$ cat src/rtl/rau_pkg.sv
// shared types and constants for the rational arithmetic unit
// no dependencies; used by rau_ctrl, rau_dp and rational_arith_unit_core
package rau_pkg;
	localparam int WORD_WIDTH = 32;
	localparam int PROD_W = 2 * WORD_WIDTH;
	localparam int CNT_W = 7;

	typedef enum logic [2:0] {
		KIND_ADD = 3'd0,
		KIND_SUB = 3'd1,
		KIND_MUL = 3'd2,
		KIND_DIV = 3'd3,
		KIND_CMP = 3'd4
	} kind_t;

	typedef enum logic [1:0] {
		ST_OK   = 2'd0,
		ST_DIVZ = 2'd1,
		ST_OVF  = 2'd2
	} status_t;

	typedef enum logic [3:0] {
		S_IDLE, S_MUL1, S_MUL2, S_SUM, S_CHK, S_GCD, S_DIVN, S_DIVD, S_FIN, S_OUT
	} state_t;

	// controller to datapath
	typedef struct packed {
		logic load;
		logic mul1;
		logic mul2;
		logic sum;
		logic gcd_init;
		logic gcd_step;
		logic div_init;
		logic div_step;
		logic div_sel_d;
		logic fin;
		logic set_err;
		logic set_cmp;
	} cmd_t;

	// datapath to controller
	typedef struct packed {
		logic den_zero;
		logic is_cmp;
		logic d_zero;
		logic gcd_done;
		logic div_done;
	} sts_t;
endpackage

$ cat src/rtl/rau_ctrl.sv
// control sequencer for the rational arithmetic unit
// depends on rau_pkg
module rau_ctrl (
	input  logic          clk,
	input  logic          arst_n,
	input  logic          in_valid,
	output logic          in_ready,
	output logic          out_valid,
	input  logic          out_ready,
	input  rau_pkg::sts_t sts,
	output rau_pkg::cmd_t cmd
);
	import rau_pkg::*;

	state_t state_q, state_d;

	// state register
	always_ff @(posedge clk or negedge arst_n) begin
		if (!arst_n) state_q <= S_IDLE;
		else state_q <= state_d;
	end

	// next state and commands
	always_comb begin
		state_d = state_q;
		cmd = '0;
		in_ready = 1'b0;
		out_valid = 1'b0;
		case (state_q)
			S_IDLE: begin
				in_ready = 1'b1;
				if (in_valid) begin
					cmd.load = 1'b1;
					state_d = S_MUL1;
				end
			end
			S_MUL1: begin
				if (sts.den_zero) begin
					cmd.set_err = 1'b1;
					state_d = S_OUT;
				end else begin
					cmd.mul1 = 1'b1;
					state_d = S_MUL2;
				end
			end
			S_MUL2: begin
				cmd.mul2 = 1'b1;
				state_d = S_SUM;
			end
			S_SUM: begin
				cmd.sum = 1'b1;
				state_d = S_CHK;
			end
			S_CHK: begin
				if (sts.is_cmp) begin
					cmd.set_cmp = 1'b1;
					state_d = S_OUT;
				end else if (sts.d_zero) begin
					cmd.set_err = 1'b1;
					state_d = S_OUT;
				end else begin
					cmd.gcd_init = 1'b1;
					state_d = S_GCD;
				end
			end
			S_GCD: begin
				if (sts.gcd_done) begin
					cmd.div_init = 1'b1;
					state_d = S_DIVN;
				end else begin
					cmd.gcd_step = 1'b1;
				end
			end
			S_DIVN: begin
				if (sts.div_done) begin
					cmd.div_init = 1'b1;
					cmd.div_sel_d = 1'b1;
					state_d = S_DIVD;
				end else begin
					cmd.div_step = 1'b1;
				end
			end
			S_DIVD: begin
				cmd.div_sel_d = 1'b1;
				if (sts.div_done) state_d = S_FIN;
				else cmd.div_step = 1'b1;
			end
			S_FIN: begin
				cmd.fin = 1'b1;
				state_d = S_OUT;
			end
			S_OUT: begin
				out_valid = 1'b1;
				if (out_ready) state_d = S_IDLE;
			end
			default: state_d = S_IDLE;
		endcase
	end
endmodule

$ cat config.mk
export PLATFORM = sky130hd
export DESIGN_NAME = rau_ctrl
export DESIGN_NICKNAME = d
export VERILOG_FILES = /design/src/rtl/rau_pkg.sv /design/src/rtl/rau_ctrl.sv
export SDC_FILE = /design/constraint.sdc
export NUM_CORES = 1
export LEC_CHECK = 0
export BUFFER_PORTS_ARGS = -buffer_cell sky130_fd_sc_hd__buf_2
export CAP_MARGIN = 15
export CORE_AREA = 2 2 39 41
export DETAILED_ROUTE_END_ITERATION = 10
export DIE_AREA = 0 0 41 43
export GPL_TIMING_DRIVEN = 1
export PLACE_DENSITY = 0.67
export SETUP_SLACK_MARGIN = 0.02
export SLEW_MARGIN = 20
export SYNTH_ARGS = -nofsm -noshare
export SYNTH_HDL_FRONTEND = slang
export SYNTH_SLANG_ARGS = --single-unit
$ cat constraint.sdc
create_clock -name clk -period 1.6 [get_ports clk]
set_clock_uncertainty 0.05 [all_clocks]
set_input_delay 0.48 -clock clk [delete_from_list [all_inputs] [get_ports clk]]
set_output_delay 0.48 -clock clk [all_outputs]
set_load 0.03 [all_outputs]
# Yosys cells after proc, flatten, opt, wreduce, memory -nomap -nowiden
# Index checks and enable logic that the tools add are counted.
[totals] register_bits=4 in_bits=9 out_inout_bits=14 wordCells=51
[op_classes] eq_ne=14 mux=34 n_reduce_logical=2
[op_table] operator="4-bit one-hot mux with 10 select lines" n=1
[op_table] operator="4-bit 2-to-1 mux" n=8
[op_table] operator="1-bit 2-to-1 mux" n=22
[op_table] operator="4-bit by 3-bit == test with 1-bit output (second input constant)" n=4
[op_table] operator="2-bit != test (second input constant)" n=5
[op_table] operator="4-bit by 2-bit == test with 1-bit output (second input constant)" n=2
[op_table] operator="4-bit == test (second input constant)" n=2
[op_table] operator="5-bit AND reduction" n=1
[op_table] operator="4-bit by 1-bit == test with 1-bit output (second input constant)" n=1
[op_table] operator="4-bit logical NOT" n=1
[op_table] operator="1-bit one-hot mux with 2 select lines" n=2
[op_table] operator="2-bit one-hot mux with 2 select lines" n=1

# Longest topological paths before layout
[logic_depth] depth_word=3 mapped_depth=5 mapped_depth_nobuf=4

# Worst setup path after synthesis
# Ideal clock, no wire load.
[synth_path] kind="flip-flop to output port" from="reg state_q[1]" to="out cmd[10] (netlist name)" t_arrival_ns=1.606 required_ns=1.070 path_slack_ns=-0.536 path_stages_with_launch=4 path_buffers=1 path_cell_list="dfrtp_1 buf_6 nand2b_1 nor4_1"
[synth_lines] item="start, declared" line="rau_ctrl.sv:15" rtl="state_t state_q, state_d;"
[synth_lines] item="start signal, assigned" line="rau_ctrl.sv:20" rtl="else state_q <= state_d;"
[synth_lines] item="end, declared" line="rau_ctrl.sv:11" rtl="output rau_pkg::cmd_t cmd"

==> impl_metrics.env <==
export IMPL_fmax_mhz=534.7
export IMPL_ant_nets=0
export IMPL_switchingPower_uw=792.1
export IMPL_drc=0
export IMPL_io_pins=23
export IMPL_largestRegisters="state_q x4"
export IMPL_routed_wl_microns=1716
export IMPL_synth_fp_nets=73
export IMPL_seq_area_frac_synth_pct=20.67
export IMPL_cp_start_kind="flop"
export IMPL_crit_type="reg2out"
export IMPL_grt_pass1_vias=594
export IMPL_crit_slowest_cell="dfrtp_2"
export IMPL_synthMuxAreaShare_pct=6.202
export IMPL_finalSetupViolations=15
export IMPL_drive_gt1_share_pct=72.90
export IMPL_drtPass1Iterations=4
export IMPL_overflow=0
export IMPL_p_per_area_nw_per_um2=1687
export IMPL_p_leak_nw=0.4561
export IMPL_post_drt_wl_per_cell_microns=13.95
export IMPL_crit_fanout=5
export IMPL_fin_nets=118
export IMPL_internal_power_uw=903.1
export IMPL_hpwl_microns=1088
export IMPL_synth_area_leader_cell="dfrtp_1"
export IMPL_cts_root_buffer_cell="clkbuf_4"
export IMPL_cp_slowest_stage_delay_ns=0.44
export IMPL_synth_area_leaders="dfrtp_1 (21%), nor2_1 (8.5%), mux2i_1 (6.2%), nand2b_1 (5.2%), nor3_1 (5.2%)"
export IMPL_finalMaxSlewViolations=0
export IMPL_finish_utilization_pct=72.60
export IMPL_preCtsSetupSlack_ns=-0.1327
export IMPL_required_ns=1.07
export IMPL_fp_dieH_microns=43
export IMPL_synth_xor_area_share_pct=1.809
export IMPL_peakVddDrop_mv=0.9895
export IMPL_fp_dieW_microns=41
export IMPL_area_growth_pct=107.5
export IMPL_tritoncts="built"
export IMPL_rrSetupSlack_ns=-0.03
export IMPL_drtIter0Drc=17
export IMPL_antenna_cells=0
export IMPL_synth_distinct_cells=29
export IMPL_clk_path_buf_depth=2
export IMPL_netlist_area_leader_share_pct=20.67
export IMPL_ys_seq_elements=4
export IMPL_n_fill_cell=99
export IMPL_pwr_share_comb_pct=81.8
export IMPL_async_flop_share_pct=100.0
export IMPL_setup_tns_ns=-2.624
export IMPL_finalInstanceArea_sq_um=1005
export IMPL_rsz0062_at_grt="yes"
export IMPL_tightest_slew_ns=0.2895
export IMPL_ff2ff_path_depth=6
export IMPL_power_mw=1.695
export IMPL_vias_per_cell=5.220
export IMPL_worstReg2RegStart="state_q[0]"
export IMPL_reg2reg_to="state_q[1]"
export IMPL_cts_buffers=3
export IMPL_netlist_instances=64
export IMPL_seq_power_share_pct=11.1
export IMPL_avgSynthCellArea_sq_um=7.566
export IMPL_synth_edf_count=0
export IMPL_fin_crit_sh_pct=116.9
export IMPL_arrival_ns=1.34
export IMPL_fp_coreArea_sq_um=1384
export IMPL_syn_area_sq_um=484.2
export IMPL_grt_util_all_layers_pct=21.26
export IMPL_fin_ws_ns=-0.2704
export IMPL_crit_chain="or2_4 -> nor3_4 -> and2_4 -> buf_6"
export IMPL_synthSimpleGateAreaFrac_pct=46.25
export IMPL_finalCriticalPeriod_ns=1.870
export IMPL_end_kind="output pin"
export IMPL_gp_congestion=0.7453
export IMPL_antenna_found_initial=0
export IMPL_die_area_sq_um=1763
export IMPL_slew_headroom_pct=80.40
export IMPL_synthFlopType="dfrtp_1"
export IMPL_grt_max_degree=11
export IMPL_synth_top_family_by_area="simple AND/OR/NAND/NOR gates"
export IMPL_via_count=642
export IMPL_io_buffers=22
export IMPL_synth_compound_area_share_pct=17.83
export IMPL_final_hold_viol_count=0
export IMPL_synth_warning_count=0
export IMPL_clk_pin_slew_worst_paths_ns=0.04
export IMPL_crit_path_end="cmd[11]"
export IMPL_h_tree_depth=1
export IMPL_drv_cap=0
export IMPL_holdCritPathClass="in2reg"
export IMPL_rows=14
export IMPL_p_sw_share_pct=46.73
export IMPL_cts_sinks=4
export IMPL_synthAdderAreaFrac_pct=0
export IMPL_critPathLaunch="state_q[1]"
export IMPL_violations="setup timing"
export IMPL_status="finished with violations"
export IMPL_power_frac_clock_pct=7.1
export IMPL_largest_register="state_q"
export IMPL_initial_core_util_pct=34.99
export IMPL_largest_reg_flops=4
export IMPL_grt_pass1_wl_microns=2470
export IMPL_clock_latency_ns=0.23
export IMPL_dpl_cell_area_sq_um=767.0
[final cells by class]
class                      count  area, sq um  area share [%]
multi-input combinational     56        486.7           48.44
timing repair buffer          44        372.9           37.11
sequential                     4        102.6           10.21
clock buffer                   3        22.52           2.242
tap                           16        20.02           1.993
[worst min path at each step]
stage / slack, ns / cells after the start / from / end
4_1_cts: 0.44 / 2 / out_ready / state_q[3]
3_3_place_gp: 0.24 / 1 / arst_n / state_q[1]
2_1_floorplan: 0.13 / 0 / arst_n / state_q[0]
3_5_place_dp: 0.24 / 1 / arst_n / state_q[3]
6_report: 0.44 / 2 / out_ready / state_q[3]
5_1_grt: 0.43 / 2 / out_ready / state_q[3]
[logic make-up (layout without fill, tap and decap cells)]
kind of cell,after synthesis,count (layout)
xor+xnor,1,1
compound gates,11,11
mux,3,3
flops,4,4
buf+inv,4,47
simple gates,41,41
[metrics by stage]
stage	instances	hold WS, ns
after floorplan	64	0.1344
after global placement	115	0.2356
after detailed placement	115	0.2367
after CTS	122	0.4372
after global routing	123	0.4302
final	123	0.4441
[what timing repair did]
item / in CTS / in global routing
setup endpoints to repair: 15 / 17
endpoints found under the hold margin: 4 / 0
buffers inserted: 3 / 1
gates resized for setup: 40 / 13
hold buffers: 1 / 0
pin swaps: 1 / 3
[cells in the mapped netlist (2+ instances only)]
| master | number |
|---|---|
| a21oi_1 | 3 |
| nand2_1 | 5 |
| buf_6 | 2 |
| nor3b_1 | 3 |
| dfrtp_1 | 4 |
| mux2i_1 | 3 |
| nand2b_1 | 4 |
| nor2b_1 | 3 |
| nor3_1 | 5 |
| and2_1 | 2 |
| nor2_1 | 11 |
| and3_1 | 2 |
[worst max-delay path, delay by kind of cell, from the launching register on]
family,cells,cell delay [ns]
simple gates,3,0.55
flops,1,0.44
buf+inv,1,0.12
[power groups by stage]
stage,Clock (mW),Combinational (mW),Sequential (mW)
floorplan,0,0.727,0.176
finish,0.121,1.39,0.188
CTS,0.128,1.25,0.183
global route,0.143,1.47,0.192
detailed placement,0,1.05,0.180
global placement,0,1.03,0.179
[layer usage]
layer | vias to the layer above | global-route usage, % | wire, microns
li1 | 317 | - | -
met1 | 300 | 21.12 | 703
met2 | 23 | 38.75 | 922
met3 | 2 | 3.665 | 76
met4 | 0 | 10.00 | 14
met5 | - | 0 | 0
[cells in the final DEF, fill, tap and decap left out, types with 2 or more instances in the layout]
cell type	n
nor2_2	5
nand2_2	2
buf_4	19
nor2_1	4
nor3_4	3
a21oi_1	3
dfrtp_2	2
nand2_1	3
buf_2	8
clkbuf_4	3
mux2i_1	3
and3_4	2
nor2_4	3
nor3_1	2
nor2b_4	2
dfrtp_1	2
nor3b_2	2
nand2b_4	2
buf_6	16
No activity file was read; power rests on OpenSTA's default activity.
